## src/rtl/code128_symbol_encoder_macros.svh

```systemverilog
// Assertion macros shared by the Code 128 encoder RTL.
// Expects a clock named clk and an active-high reset named rst in scope.
`ifndef CODE128_SYMBOL_ENCODER_MACROS_SVH
`define CODE128_SYMBOL_ENCODER_MACROS_SVH

// Same-cycle implication, disabled during reset
`define C128_ASSERT_SAME(lbl, ante, cons, msg) \
  lbl: assert property (@(posedge clk) disable iff (rst) (ante) |-> (cons)) \
    else $error(msg);

// Next-cycle implication, disabled during reset
`define C128_ASSERT_NEXT(lbl, ante, cons, msg) \
  lbl: assert property (@(posedge clk) disable iff (rst) (ante) |=> (cons)) \
    else $error(msg);

`endif

```

## src/rtl/c128_pkg.sv

```systemverilog
// Shared types, constants and the symbol pattern table of the Code 128 encoder.
// No dependencies; imported by every module of the block.
`timescale 1ns / 1ps

package c128_pkg;

  // Symbol values and checksum modulus
  localparam int SYM_STOP    = 106;
  localparam int SYM_START_A = 103;
  localparam int CHK_MOD     = 103;
  localparam int NUM_DATA_SYM = 106;

  // Reciprocal of 103 scaled by 2^20, exact for products below 10100
  localparam int RECIP_MUL   = 10181;
  localparam int RECIP_SHIFT = 20;

  // Queue between front and back
  localparam int QUEUE_DEPTH = 4;
  localparam int QUEUE_PTR_W = $clog2(QUEUE_DEPTH);
  localparam int QUEUE_CNT_W = $clog2(QUEUE_DEPTH + 1);

  // Item kinds
  localparam logic KIND_DATA   = 1'b0;
  localparam logic KIND_FINISH = 1'b1;

  // Code sets
  localparam logic [1:0] SET_A    = 2'd0;
  localparam logic [1:0] SET_B    = 2'd1;
  localparam logic [1:0] SET_C    = 2'd2;
  localparam logic [1:0] SET_NONE = 2'd3;

  // Input word
  typedef struct packed {
    logic       kind;
    logic [7:0] char_first;
    logic [7:0] char_second;
  } in_item_t;

  // Result word
  typedef struct packed {
    logic [6:0]  symbol_value;
    logic [12:0] pattern;
    logic [3:0]  pattern_length;
    logic        last;
    logic        error;
  } out_item_t;

  // Command class handed from front to back
  typedef enum logic [1:0] {
    CMD_DATA,
    CMD_FINISH,
    CMD_ERROR
  } cmd_t;

  // Queue entry
  typedef struct packed {
    cmd_t       cmd;
    logic       with_start;
    logic [6:0] start_sym;
    logic [6:0] sym;
    logic [6:0] contrib;
  } q_entry_t;

  // Back-end expansion step
  typedef enum logic [1:0] {
    STEP_HEAD,
    STEP_BODY,
    STEP_STOP
  } step_t;

  localparam logic [12:0] STOP_PATTERN = 13'b1100011101011;

  localparam logic [10:0] SYM_PATTERNS [0:NUM_DATA_SYM-1] = '{
    11'b11011001100, 11'b11001101100, 11'b11001100110, 11'b10010011000, 11'b10010001100,
    11'b10001001100, 11'b10011001000, 11'b10011000100, 11'b10001100100, 11'b11001001000,
    11'b11001000100, 11'b11000100100, 11'b10110011100, 11'b10011011100, 11'b10011001110,
    11'b10111001100, 11'b10011101100, 11'b10011100110, 11'b11001110010, 11'b11001011100,
    11'b11001001110, 11'b11011100100, 11'b11001110100, 11'b11101101110, 11'b11101001100,
    11'b11100101100, 11'b11100100110, 11'b11101100100, 11'b11100110100, 11'b11100110010,
    11'b11011011000, 11'b11011000110, 11'b11000110110, 11'b10100011000, 11'b10001011000,
    11'b10001000110, 11'b10110001000, 11'b10001101000, 11'b10001100010, 11'b11010001000,
    11'b11000101000, 11'b11000100010, 11'b10110111000, 11'b10110001110, 11'b10001101110,
    11'b10111011000, 11'b10111000110, 11'b10001110110, 11'b11101110110, 11'b11010001110,
    11'b11000101110, 11'b11011101000, 11'b11011100010, 11'b11011101110, 11'b11101011000,
    11'b11101000110, 11'b11100010110, 11'b11101101000, 11'b11101100010, 11'b11100011010,
    11'b11101111010, 11'b11001000010, 11'b11110001010, 11'b10100110000, 11'b10100001100,
    11'b10010110000, 11'b10010000110, 11'b10000101100, 11'b10000100110, 11'b10110010000,
    11'b10110000100, 11'b10011010000, 11'b10011000010, 11'b10000110100, 11'b10000110010,
    11'b11000010010, 11'b11001010000, 11'b11110111010, 11'b11000010100, 11'b10001111010,
    11'b10100111100, 11'b10010111100, 11'b10010011110, 11'b10111100100, 11'b10011110100,
    11'b10011110010, 11'b11110100100, 11'b11110010100, 11'b11110010010, 11'b11011011110,
    11'b11011110110, 11'b11110110110, 11'b10101111000, 11'b10100011110, 11'b10001011110,
    11'b10111101000, 11'b10111100010, 11'b11110101000, 11'b11110100010, 11'b10111011110,
    11'b10111101110, 11'b11101011110, 11'b11110101110, 11'b11010000100, 11'b11010010000,
    11'b11010011100
  };

  // Module pattern of a symbol, first module in the top used bit
  function automatic logic [12:0] sym_pattern(input logic [6:0] sym);
    logic [12:0] pat;
    if (sym == 7'(SYM_STOP)) begin
      pat = STOP_PATTERN;
    end else if (sym < 7'(NUM_DATA_SYM)) begin
      pat = {2'b00, SYM_PATTERNS[sym]};
    end else begin
      pat = '0;
    end
    return pat;
  endfunction

endpackage

```

## src/rtl/c128_front.sv

```systemverilog
// Front end: code set register, character mapping, message tracking and checksum terms.
// Depends on c128_pkg; feeds c128_queue.
`timescale 1ns / 1ps

module c128_front
  import c128_pkg::*;
(
  input  logic       clk,
  input  logic       rst,
  // input channel
  input  logic       item_valid,
  output logic       item_ready,
  input  in_item_t   item,
  // configuration
  input  logic       cfg_valid,
  output logic       cfg_ready,
  input  logic [1:0] cfg_data,
  // queue write side
  output logic       q_wr_valid,
  input  logic       q_wr_ready,
  output q_entry_t   q_wr_entry
);

  logic [1:0] code_set;
  logic       in_message;
  logic [6:0] pos_weight;

  // stage A: classified word
  logic       a_valid;
  cmd_t       a_cmd;
  logic       a_with_start;
  logic [6:0] a_start_sym;
  logic [6:0] a_sym;
  logic [6:0] a_weight;

  // stage B: weighted product
  logic        b_valid;
  cmd_t        b_cmd;
  logic        b_with_start;
  logic [6:0]  b_start_sym;
  logic [6:0]  b_sym;
  logic [13:0] b_prod;

  logic        advance;
  logic        accept;
  logic        char_ok;
  logic [6:0]  char_val;
  logic [3:0]  digit_hi;
  logic [3:0]  digit_lo;
  cmd_t        cls_cmd;
  logic        cls_with_start;
  logic [6:0]  cls_sym;
  logic [6:0]  cls_weight;
  logic        in_message_next;
  logic [6:0]  pos_weight_next;
  logic [27:0] recip_prod;
  logic [7:0]  quot;
  logic [13:0] rem;

  assign advance    = !b_valid || q_wr_ready;
  assign item_ready = advance;
  assign accept     = item_valid && item_ready;
  assign cfg_ready  = 1'b1;

  // Code set register; the unused code is dropped
  always_ff @(posedge clk) begin
    if (rst) begin
      code_set <= SET_B;
    end else if (cfg_valid && cfg_ready && cfg_data != SET_NONE) begin
      code_set <= cfg_data;
    end
  end

  // Map the character bytes to a symbol value for the current set
  always_comb begin
    digit_hi = item.char_first[3:0];
    digit_lo = item.char_second[3:0];
    char_ok  = 1'b0;
    char_val = '0;
    case (code_set)
      SET_A: begin
        if (item.char_first inside {[8'h20:8'h5F]}) begin
          char_ok  = 1'b1;
          char_val = 7'(item.char_first - 8'h20);
        end else if (item.char_first <= 8'h1F) begin
          char_ok  = 1'b1;
          char_val = 7'(item.char_first + 8'd64);
        end
      end
      SET_B: begin
        if (item.char_first inside {[8'h20:8'h7F]}) begin
          char_ok  = 1'b1;
          char_val = 7'(item.char_first - 8'h20);
        end
      end
      SET_C: begin
        if (item.char_first inside {[8'h30:8'h39]} &&
            item.char_second inside {[8'h30:8'h39]}) begin
          char_ok  = 1'b1;
          char_val = 7'({digit_hi, 3'b000}) + 7'({digit_hi, 1'b0}) + 7'(digit_lo);
        end
      end
      default: begin
        char_ok = 1'b0;
      end
    endcase
  end

  // Classify the word and advance the message state
  always_comb begin
    cls_cmd         = CMD_ERROR;
    cls_with_start  = 1'b0;
    cls_sym         = '0;
    cls_weight      = '0;
    in_message_next = 1'b0;
    pos_weight_next = '0;
    if (item.kind == KIND_FINISH) begin
      cls_cmd        = CMD_FINISH;
      cls_with_start = !in_message;
    end else if (char_ok) begin
      cls_cmd        = CMD_DATA;
      cls_with_start = !in_message;
      cls_sym        = char_val;
      if (!in_message) begin
        pos_weight_next = 7'd1;
      end else if (pos_weight == 7'(CHK_MOD - 1)) begin
        pos_weight_next = '0;
      end else begin
        pos_weight_next = pos_weight + 7'd1;
      end
      cls_weight      = pos_weight_next;
      in_message_next = 1'b1;
    end
  end

  // Message state
  always_ff @(posedge clk) begin
    if (rst) begin
      in_message <= 1'b0;
      pos_weight <= '0;
    end else if (accept) begin
      in_message <= in_message_next;
      pos_weight <= pos_weight_next;
    end
  end

  // Pipeline valid bits
  always_ff @(posedge clk) begin
    if (rst) begin
      a_valid <= 1'b0;
      b_valid <= 1'b0;
    end else if (advance) begin
      a_valid <= accept;
      b_valid <= a_valid;
    end
  end

  // Pipeline payload: classify, then multiply symbol by weight
  always_ff @(posedge clk) begin
    if (advance) begin
      a_cmd        <= cls_cmd;
      a_with_start <= cls_with_start;
      a_start_sym  <= 7'(SYM_START_A) + 7'(code_set);
      a_sym        <= cls_sym;
      a_weight     <= cls_weight;
      b_cmd        <= a_cmd;
      b_with_start <= a_with_start;
      b_start_sym  <= a_start_sym;
      b_sym        <= a_sym;
      b_prod       <= 14'(a_sym) * 14'(a_weight);
    end
  end

  // Reduce the product modulo 103 by reciprocal multiplication
  assign recip_prod = 28'(b_prod) * 28'(RECIP_MUL);
  assign quot       = recip_prod[RECIP_SHIFT +: 8];
  assign rem        = b_prod - 14'(quot) * 14'(CHK_MOD);

  assign q_wr_valid            = b_valid;
  assign q_wr_entry.cmd        = b_cmd;
  assign q_wr_entry.with_start = b_with_start;
  assign q_wr_entry.start_sym  = b_start_sym;
  assign q_wr_entry.sym        = b_sym;
  assign q_wr_entry.contrib    = rem[6:0];

endmodule

```

## src/rtl/c128_queue.sv

```systemverilog
// Short FIFO of classified words between the front and back ends.
// Depends on c128_pkg for the entry type and depth.
`timescale 1ns / 1ps

module c128_queue
  import c128_pkg::*;
(
  input  logic     clk,
  input  logic     rst,
  input  logic     wr_valid,
  output logic     wr_ready,
  input  q_entry_t wr_entry,
  output logic     rd_valid,
  input  logic     rd_ready,
  output q_entry_t rd_entry
);

  q_entry_t                entries [QUEUE_DEPTH];
  logic [QUEUE_PTR_W-1:0]  wr_ptr;
  logic [QUEUE_PTR_W-1:0]  rd_ptr;
  logic [QUEUE_CNT_W-1:0]  count;
  logic                    push;
  logic                    pop;

  assign wr_ready = count != QUEUE_CNT_W'(QUEUE_DEPTH);
  assign rd_valid = count != '0;
  assign push     = wr_valid && wr_ready;
  assign pop      = rd_valid && rd_ready;
  assign rd_entry = entries[rd_ptr];

  // Advance pointers and occupancy
  always_ff @(posedge clk) begin
    if (rst) begin
      wr_ptr <= '0;
      rd_ptr <= '0;
      count  <= '0;
    end else begin
      if (push) begin
        wr_ptr <= (wr_ptr == QUEUE_PTR_W'(QUEUE_DEPTH - 1)) ? '0 : wr_ptr + 1'b1;
      end
      if (pop) begin
        rd_ptr <= (rd_ptr == QUEUE_PTR_W'(QUEUE_DEPTH - 1)) ? '0 : rd_ptr + 1'b1;
      end
      if (push && !pop) begin
        count <= count + 1'b1;
      end else if (pop && !push) begin
        count <= count - 1'b1;
      end
    end
  end

  // Store the incoming entry
  always_ff @(posedge clk) begin
    if (push) begin
      entries[wr_ptr] <= wr_entry;
    end
  end

endmodule

```

## src/rtl/c128_back.sv

```systemverilog
// Back end: expands each classified word into start, data, check, stop or error results.
// Depends on c128_pkg; reads c128_queue and drives the result register.
`timescale 1ns / 1ps

module c128_back
  import c128_pkg::*;
(
  input  logic      clk,
  input  logic      rst,
  // queue read side
  input  logic      q_rd_valid,
  output logic      q_rd_ready,
  input  q_entry_t  q_rd_entry,
  // result channel
  output logic      result_valid,
  input  logic      result_ready,
  output out_item_t result
);

  step_t      step;
  step_t      step_next;
  logic [6:0] check_sum;
  logic [6:0] check_sum_next;
  logic       load;
  logic       emit;
  logic [6:0] emit_sym;
  logic       emit_last;
  logic       emit_error;
  logic [7:0] sum_wide;
  logic [6:0] sum_mod;
  out_item_t  result_next;

  assign load = q_rd_valid && (!result_valid || result_ready);

  // Running checksum plus this data term, folded back below 103
  assign sum_wide = 8'(check_sum) + 8'(q_rd_entry.contrib);
  assign sum_mod  = (sum_wide >= 8'(CHK_MOD)) ? 7'(sum_wide - 8'(CHK_MOD)) : sum_wide[6:0];

  // Step register and checksum
  always_ff @(posedge clk) begin
    if (rst) begin
      step      <= STEP_HEAD;
      check_sum <= '0;
    end else begin
      step      <= step_next;
      check_sum <= check_sum_next;
    end
  end

  // Pick the next result of the head entry
  always_comb begin
    step_next      = step;
    check_sum_next = check_sum;
    q_rd_ready     = 1'b0;
    emit           = 1'b0;
    emit_sym       = '0;
    emit_last      = 1'b0;
    emit_error     = 1'b0;
    if (load) begin
      if (step == STEP_HEAD && q_rd_entry.with_start) begin
        emit           = 1'b1;
        emit_sym       = q_rd_entry.start_sym;
        check_sum_next = q_rd_entry.start_sym - 7'(SYM_START_A);
        step_next      = STEP_BODY;
      end else if (step == STEP_STOP) begin
        emit           = 1'b1;
        emit_sym       = 7'(SYM_STOP);
        emit_last      = 1'b1;
        check_sum_next = '0;
        q_rd_ready     = 1'b1;
        step_next      = STEP_HEAD;
      end else begin
        case (q_rd_entry.cmd)
          CMD_DATA: begin
            emit           = 1'b1;
            emit_sym       = q_rd_entry.sym;
            check_sum_next = sum_mod;
            q_rd_ready     = 1'b1;
            step_next      = STEP_HEAD;
          end
          CMD_FINISH: begin
            emit      = 1'b1;
            emit_sym  = check_sum;
            step_next = STEP_STOP;
          end
          CMD_ERROR: begin
            emit           = 1'b1;
            emit_last      = 1'b1;
            emit_error     = 1'b1;
            check_sum_next = '0;
            q_rd_ready     = 1'b1;
            step_next      = STEP_HEAD;
          end
          default: begin
            q_rd_ready = 1'b1;
            step_next  = STEP_HEAD;
          end
        endcase
      end
    end
  end

  // Build the result word
  always_comb begin
    result_next.symbol_value = emit_sym;
    result_next.last         = emit_last;
    result_next.error        = emit_error;
    if (emit_error) begin
      result_next.pattern        = '0;
      result_next.pattern_length = '0;
    end else begin
      result_next.pattern        = sym_pattern(emit_sym);
      result_next.pattern_length = (emit_sym == 7'(SYM_STOP)) ? 4'd13 : 4'd11;
    end
  end

  // Result register valid
  always_ff @(posedge clk) begin
    if (rst) begin
      result_valid <= 1'b0;
    end else if (load && emit) begin
      result_valid <= 1'b1;
    end else if (result_ready) begin
      result_valid <= 1'b0;
    end
  end

  // Result register payload
  always_ff @(posedge clk) begin
    if (load && emit) begin
      result <= result_next;
    end
  end

endmodule

```

## src/rtl/code128_symbol_encoder.sv

```systemverilog
// Code 128 symbol encoder: one data or finish word per cycle in unless stalled, module
// patterns out. The front end classifies words, accepting one per cycle unless the queue
// is full, through stages A and B into a four-entry queue; the back end emits one result
// per cycle from the result register while result_ready is high, so a data word gives one
// result, a first data word two (start plus data) and a finish word two or three (optional
// start, check, stop). Sustained input rate is therefore one word per cycle for data
// inside a message, set by the single-result-per-cycle back end when start, check and stop
// symbols are added. code_set may be written any time the block is idle; a write of 3 is
// ignored. Invalid characters give one error result with last set and abort the message.
`timescale 1ns / 1ps
`include "code128_symbol_encoder_macros.svh"

module code128_symbol_encoder
  import c128_pkg::*;
(
  input  logic       clk,
  input  logic       rst,
  input  logic       item_valid,
  output logic       item_ready,
  input  in_item_t   item,
  input  logic       cfg_valid,
  output logic       cfg_ready,
  input  logic [1:0] cfg_data,
  output logic       result_valid,
  input  logic       result_ready,
  output out_item_t  result
);

  logic     q_wr_valid;
  logic     q_wr_ready;
  q_entry_t q_wr_entry;
  logic     q_rd_valid;
  logic     q_rd_ready;
  q_entry_t q_rd_entry;

  logic     err_seen;
  logic     err_shape;
  logic     stop_seen;
  logic     stop_shape;
  logic     finish_pop;
  logic     stop_loaded;

  c128_front u_front (
    .clk        (clk),
    .rst        (rst),
    .item_valid (item_valid),
    .item_ready (item_ready),
    .item       (item),
    .cfg_valid  (cfg_valid),
    .cfg_ready  (cfg_ready),
    .cfg_data   (cfg_data),
    .q_wr_valid (q_wr_valid),
    .q_wr_ready (q_wr_ready),
    .q_wr_entry (q_wr_entry)
  );

  c128_queue u_queue (
    .clk      (clk),
    .rst      (rst),
    .wr_valid (q_wr_valid),
    .wr_ready (q_wr_ready),
    .wr_entry (q_wr_entry),
    .rd_valid (q_rd_valid),
    .rd_ready (q_rd_ready),
    .rd_entry (q_rd_entry)
  );

  c128_back u_back (
    .clk          (clk),
    .rst          (rst),
    .q_rd_valid   (q_rd_valid),
    .q_rd_ready   (q_rd_ready),
    .q_rd_entry   (q_rd_entry),
    .result_valid (result_valid),
    .result_ready (result_ready),
    .result       (result)
  );

  // Terms of the checks below
  assign err_seen    = result_valid && result.error;
  assign err_shape   = result.last && result.symbol_value == 7'd0 &&
                       result.pattern_length == 4'd0;
  assign stop_seen   = result_valid && result.last && !result.error;
  assign stop_shape  = result.symbol_value == 7'(SYM_STOP) && result.pattern_length == 4'd13;
  assign finish_pop  = q_rd_valid && q_rd_ready && q_rd_entry.cmd == CMD_FINISH;
  assign stop_loaded = result_valid && result.last && result.symbol_value == 7'(SYM_STOP);

  // An error result closes the message and carries no symbol
  `C128_ASSERT_SAME(a_error_closes, err_seen, err_shape, "error result malformed")

  // A last result without error is always the stop symbol
  `C128_ASSERT_SAME(a_last_is_stop, stop_seen, stop_shape, "last result is not stop")

  // Retiring a finish word loads the stop symbol
  `C128_ASSERT_NEXT(a_finish_stop, finish_pop, stop_loaded, "finish retired without stop")

endmodule

```

## config.mk

```make
export PLATFORM = sky130hd
export DESIGN_NAME = code128_symbol_encoder
export DESIGN_NICKNAME = d
export VERILOG_FILES = /design/src/rtl/c128_pkg.sv /design/src/rtl/c128_front.sv /design/src/rtl/c128_queue.sv /design/src/rtl/c128_back.sv /design/src/rtl/code128_symbol_encoder.sv
export VERILOG_INCLUDE_DIRS = /design/src /design/src/rtl
export SDC_FILE = /design/constraint.sdc
export NUM_CORES = 1
export LEC_CHECK = 0
export BUFFER_PORTS_ARGS = -buffer_cell sky130_fd_sc_hd__buf_2
export CAP_MARGIN = 20
export CORE_UTILIZATION = 55
export CTS_BUF_LIST = sky130_fd_sc_hd__clkbuf_4 sky130_fd_sc_hd__clkbuf_8
export CTS_CLUSTER_SIZE = 8
export DETAILED_ROUTE_END_ITERATION = 6
export PLACE_DENSITY = 0.75
export SLEW_MARGIN = 20
export SYNTH_ARGS = -nofsm -noshare
export SYNTH_HDL_FRONTEND = slang
export SYNTH_SLANG_ARGS = --single-unit
export TNS_END_PERCENT = 20
```

## constraint.sdc

```tcl
create_clock -name clk -period 10.81 [get_ports clk]
set_input_delay 0.5405 -clock clk [delete_from_list [all_inputs] [get_ports clk]]
set_output_delay 0.5405 -clock clk [all_outputs]
set_load 0.03 [all_outputs]
```

==> results_dict.tcl, run 1 <==
set metrics [dict create \
    status "complete, no violations" \
    synth_edf_count 155 \
    clock_skew_ps 25.72 \
    path_clk_slew_ps 100 \
    ys_seq_elements 186 \
    synth_top_area_frac 0.3183 \
    synth_nets 1649 \
    irDropWorstVdd_mv 0.1885 \
    synth-async-reset-ratio 0 \
    setup_viol 0 \
    hold_path.class "in -> reg" \
    ant_nets 0 \
    cts_tree "yes" \
    die_h_microns 165.1 \
    dpl-instance-area_sq_um 15120 \
    syn_inst 1350 \
    p_leak_nw 7.175 \
    cap_violations 0 \
    setup.worst_path.end_class "flop" \
    via_per_inst 5.836 \
    num_rows 59 \
    antenna_cells 0 \
    clock_latency_ps 470 \
    via_count 10102 \
    cts_made_buffers 17 \
    drive_gt1_frac 0.1017 \
    core_area_sq_um 26060 \
    wl_per_cell_microns 17.72 \
    synth.most_common_cell "ha_1" \
    dp_hpwl_microns 23070 \
    die_w_microns 165.1 \
    powerDensity_nw_per_um2 243.8 \
    slew_viol_final 0 \
    wl_microns 30670 \
    crit_type "reg -> reg" \
    crit_top_cell "fa_1" \
    clockBufferDepth 2 \
    cts_resized 0 \
    track_usage 0.2366 \
    clockRootBuffer "clkbuf_8" \
    slew_headroom 0.3304 \
    cts_max_level 4 \
    fin_crit_ps 8127 \
    placed_cells 1699 \
    cp_max_fo 9 \
    rsz0062_at_grt "no" \
    yosysSeqAreaShare 0.3607 \
    syn2layout_area_growth_pct 6.152 \
    max_freq_ghz 0.1231 \
    drt_first_pass_iters 5 \
    start_kind "flop" \
    start_util 0.5611 \
    fin_cells 1731 \
    synthTopCellsByCount "180 x ha_1, 171 x inv_1, 155 x edfxtp_1" \
    max_stage_delay_ps 670 \
    place_congestion 0.9494 \
    ys_top_cells_by_area "edfxtp_1 32%, ha_1 15%, fa_1 13%, inv_1 4.4%, dfxtp_1 4.2%" \
    die_area_sq_um 27240 \
    io_buffers 51 \
    fin_nets 1682 \
    yosysUniqueCellTypes 80 \
    drtIter0Drc 777 \
    avgSynthCellArea_sq_um 10.83 \
    holdBufCountCts 0 \
    synth_top_area_cell "edfxtp_1" \
    synth_flop_cell "edfxtp_1" \
    post-route-cell-area_sq_um 15520 \
    tns_ps 0 \
    pin_count 53 \
    cp_slowest_cell "edfxtp_1" \
    yosysWarnings 0 \
    critPathArrivalTime_ps 8390 \
    n_fill_cell 2105 \
    grt_pass1_vias 10057 \
    hold_violations 0 \
    grt_pass1_wl_microns 50030 \
    grt_overflow_total 0 \
    antenna_found_initial 0 \
    clock_sinks 186 \
    required_ps 11080 \
    worst_pin_slew_ps 1004 \
    syn-cell-area_sq_um 14620 \
    cts_setup_buffers 0 \
    grt_max_degree 55 \
    remaining_drc_errors 0 \
    finalCritPeriodShare 0.7518 \
]
logic make-up (layout without fill, tap and decap cells):
| kind of cell | Yosys count | after routing | synth area share |
|---|---|---|---|
| compound gates | 248 | 248 | 0.1123 |
| xor+xnor | 50 | 50 | 0.02995 |
| fa+ha+maj | 276 | 276 | 0.2848 |
| buf+inv | 218 | 264 | 0.06058 |
| flops | 186 | 186 | 0.3607 |
| mux | 35 | 35 | 0.04295 |
| other cells | 1 | 1 | 0.0002564 |
| simple gates | 336 | 336 | 0.1085 |
stage by stage:
step	worst slack, ps	utilization	hold slack, ps	power, mW
2_1_floorplan	3280	-	400.3	2.802
6_report	2683	0.5957	290.8	3.785
3_3_place_gp	2879	0.5804	400.7	3.254
3_5_place_dp	2725	0.5804	405.2	3.298
5_1_grt	2152	0.5957	268.0	4.075
4_1_cts	2697	0.5955	271.6	3.761
layout make-up:
cell class | count | area (sq um) | share of cell area
tap | 335 | 419.2 | 0.02700
timing repair buffer | 57 | 300.3 | 0.01935
clock buffer | 18 | 241.5 | 0.01556
multi-input combinational | 946 | 8478 | 0.5462
inverter | 175 | 656.9 | 0.04232
clock inverter | 14 | 151.4 | 0.009753
sequential | 186 | 5275 | 0.3398
report_power, final:
part	switching (mW)	internal, mW	total, mW
clock	0.285	0.177	0.462
sequential	0.0733	1.02	1.10
combinational	1.41	0.815	2.23
total	1.77	2.01	3.78
worst paths after layout:
kind / to / startpoint / cells after the start / slack, ps
min: u_front.a_cmd[0]$_SDFFCE_PP1N_ / item[16] / 1 / 290
max reg2reg: u_queue.entries[0][6]$_DFFE_PP_ / u_front.b_prod[4]$_DFFE_PN_ / 28 / 2680
min reg2reg: u_front.b_with_start$_DFFE_PN_ / u_front.a_with_start$_DFFE_PN_ / 0 / 420
max: u_queue.entries[0][6]$_DFFE_PP_ / u_front.b_prod[4]$_DFFE_PN_ / 28 / 2680
critical path: cells and delay by family, from the launching register on:
family	cells	cell delay [ps]
DFF	1	670
and+or+nand+nor	1	210
AOI/OAI and AO/OA	8	1610
adders and majority gates	11	4760
buffers and inverters	6	310
xor gates and xnor gates	2	380
flip-flops by register name, summed over array words and instances, names as in the netlist, 2 cells and up, named ones only:
register and flops:
u_queue.entries 84, u_back.result 22, u_front.b_prod 14, u_back.check_sum 7
u_front.a_sym 7, u_front.a_weight 7, u_front.b_sym 7, u_front.pos_weight 7
u_front.a_start_sym 4, u_front.b_start_sym 4, u_queue.count 3, u_back.step 2
u_front.a_cmd 2, u_front.b_cmd 2, u_front.code_set 2, u_queue.rd_ptr 2
u_queue.wr_ptr 2
cell usage in the layout (no fill, tap or decap), drive strengths merged, types with 7 or more instances in the layout:
cell type,n
inv,182
ha,180
edfxtp,155
nand2,102
fa,95
nor2,94
a21oi,71
buf,57
o21ai,47
xnor2,39
and2,37
dfxtp,31
nand3,31
nor3,27
mux4,21
clkbuf,18
a21o,17
a31oi,15
xor2,11
a211oi,11
o21bai,11
a22oi,9
o21a,8
o211ai,8
mux2i,8
nand2b,7
a311oi,7
a221oi,7
per-layer routing:
metal  global-route usage  routed length [microns]  vias to the layer above
met3              0.03472                     1700                       35
met4              0.05838                      375                        0
li1                     -                        -                     4826
met2               0.3908                    14580                      305
met1               0.3276                    14020                     4936
met5                    0                        0                        -
(Power assumes the default switching activity.)
==> run 2: changes to the inputs <==
Settings changed: PLACE_DENSITY 0.75 to 0.78.
Clock period 10.81 ns to 7.42 ns, I/O delays scaled along.
==> results_dict.tcl, run 2 (synthesized netlist as in run 1, its figures left out) <==
set metrics [dict create \
    dp_hpwl_microns 23630 \
    track_usage 0.2440 \
    dpl-instance-area_sq_um 15520 \
    grt_overflow_total 0 \
    slew_viol_final 0 \
    final_cell_mix "155 x inv_1, 155 x edfxtp_1, 150 x ha_1" \
    violations "setup timing" \
    fin_nets 1753 \
    top_register "u_queue.entries" \
    rsz0062_at_grt "yes" \
    antenna_found_initial 0 \
    die_w_microns 165.1 \
    ant_nets 0 \
    reg.largest.list "u_queue.entries x84, u_back.result x22, u_front.b_prod x14" \
    setup.worst_path.end_class "flop" \
    max_freq_ghz 0.1341 \
    hold_path_depth 1 \
    critPathArrivalTime_ps 7670 \
    cp_max_fo 4 \
    max_stage_delay_ps 590 \
    via_per_inst 5.946 \
    path_clk_slew_ps 130 \
    cp_slowest_cell "fa_1" \
    wl_per_cell_microns 18.88 \
    start_util 0.5611 \
    irDropWorstVdd_mv 0.2383 \
    drt_first_pass_iters 5 \
    grt_pass1_vias 10404 \
    clock_sinks 186 \
    clock_skew_ps 25.73 \
    clock_latency_ps 490 \
    fin_ws_ps -38.48 \
    io_buffers 51 \
    ff_latch_area_sq_um 5275 \
    grt_max_degree 55 \
    dp_slack_ps -173.0 \
    hold_path.class "in -> reg" \
    clockRootBuffer "clkbuf_8" \
    wl_microns 34020 \
    die_area_sq_um 27240 \
    cts_made_buffers 17 \
    via_count 10715 \
    clockBufferDepth 2 \
    largest_reg_flops 84 \
    die_h_microns 165.1 \
    syn2layout_area_growth_pct 14.01 \
    cts_max_level 4 \
    worst_pin_slew_ps 1119 \
    pin_count 53 \
    slew_headroom 0.2542 \
    required_ps 7640 \
    setup_viol 4 \
    fin_crit_ps 7458 \
    finalCritPeriodShare 1.005 \
    post-route-cell-area_sq_um 16670 \
    place_congestion 0.9707 \
    grt_pass1_wl_microns 51820 \
    powerDensity_nw_per_um2 358.2 \
    multi_input_area_sq_um 8991 \
    crit_type "reg -> reg" \
    cts_tree "yes" \
    n_fill_cell 1896 \
    num_rows 59 \
    status "finished, violations left" \
    cap_violations 0 \
    drive_gt1_frac 0.1963 \
    core_area_sq_um 26060 \
    hold_violations 0 \
    p_leak_nw 7.524 \
    start_kind "flop" \
    drtIter0Drc 896 \
    r2r_cells 32 \
    remaining_drc_errors 0 \
    crit_top_cell "inv_2" \
    antenna_cells 0 \
]
run 2: cell type report:
type / instances / share of cell area
clock buffer: 17 / 0.01403
clock inverter: 15 / 0.01321
inverter: 175 / 0.03940
multi-input combinational: 946 / 0.5393
sequential: 186 / 0.3164
tap: 335 / 0.02514
timing repair buffer: 128 / 0.05246
run 2: timing repair:
action	in CTS	in global routing
setup buffers	7	12
cloned	0	0
hold endpoints to repair	0	0
setup endpoints to repair	8	12
hold buffers	0	0
resized for setup	35	59
pin swaps	35	55
run 2: path summary, 6_finish.rpt:
kind	start	endpoint	slack, ps
worst min-delay path	item[16]	u_front.a_cmd[0]$_SDFFCE_PP1N_	90
worst min register to register	u_front.a_start_sym[3]$_DFFE_PN_	u_front.b_start_sym[3]$_DFFE_PN_	440
worst max-delay path	u_front.b_prod[7]$_DFFE_PN_	u_queue.entries[3][6]$_DFFE_PP_	-40
worst max register to register	u_front.b_prod[7]$_DFFE_PN_	u_queue.entries[3][6]$_DFFE_PP_	-40
run 2: layer usage:
metal,up-vias,share of wire,GRT usage
li1,4962,-,-
met1,5243,0.42,0.3293
met2,434,0.50,0.4081
met3,76,0.063,0.03771
met4,0,0.024,0.06797
met5,-,0,0
run 2: per-stage QoR:
stage | hold WS [ps] | setup TNS (ps) | utilization | cells | power, mW
2_1_floorplan | 400.3 | 0 | - | 1350 | 4.083
3_3_place_gp | 401.7 | -38.30 | 0.5955 | 1750 | 4.827
3_5_place_dp | 405.4 | -1184 | 0.5955 | 1750 | 4.881
4_1_cts | 71.81 | 0 | 0.6226 | 1789 | 5.720
5_1_grt | 66.03 | -2165 | 0.6397 | 1802 | 6.358
6_report | 93.05 | -153.7 | 0.6397 | 1802 | 5.971
run 2: power breakdown:
group          leakage, nW  total (mW)  switching, mW  internal (mW)
sequential            1.81        1.59         0.0970           1.49
clock                0.223       0.736          0.458          0.278
combinational         5.49        3.65           2.24           1.41
total                 7.52        5.97           2.79           3.18
run 2: critical path, delay by kind of cell, from the launching register on:
family	cells	cell delay (ps)
AO/OA/AOI/OAI	7	1120
XOR/XNOR	2	300
adder cells (fa/ha/maj)	11	4230
buffers and inverters	10	630
flip-flops	1	410
AND/OR/NAND/NOR	2	520
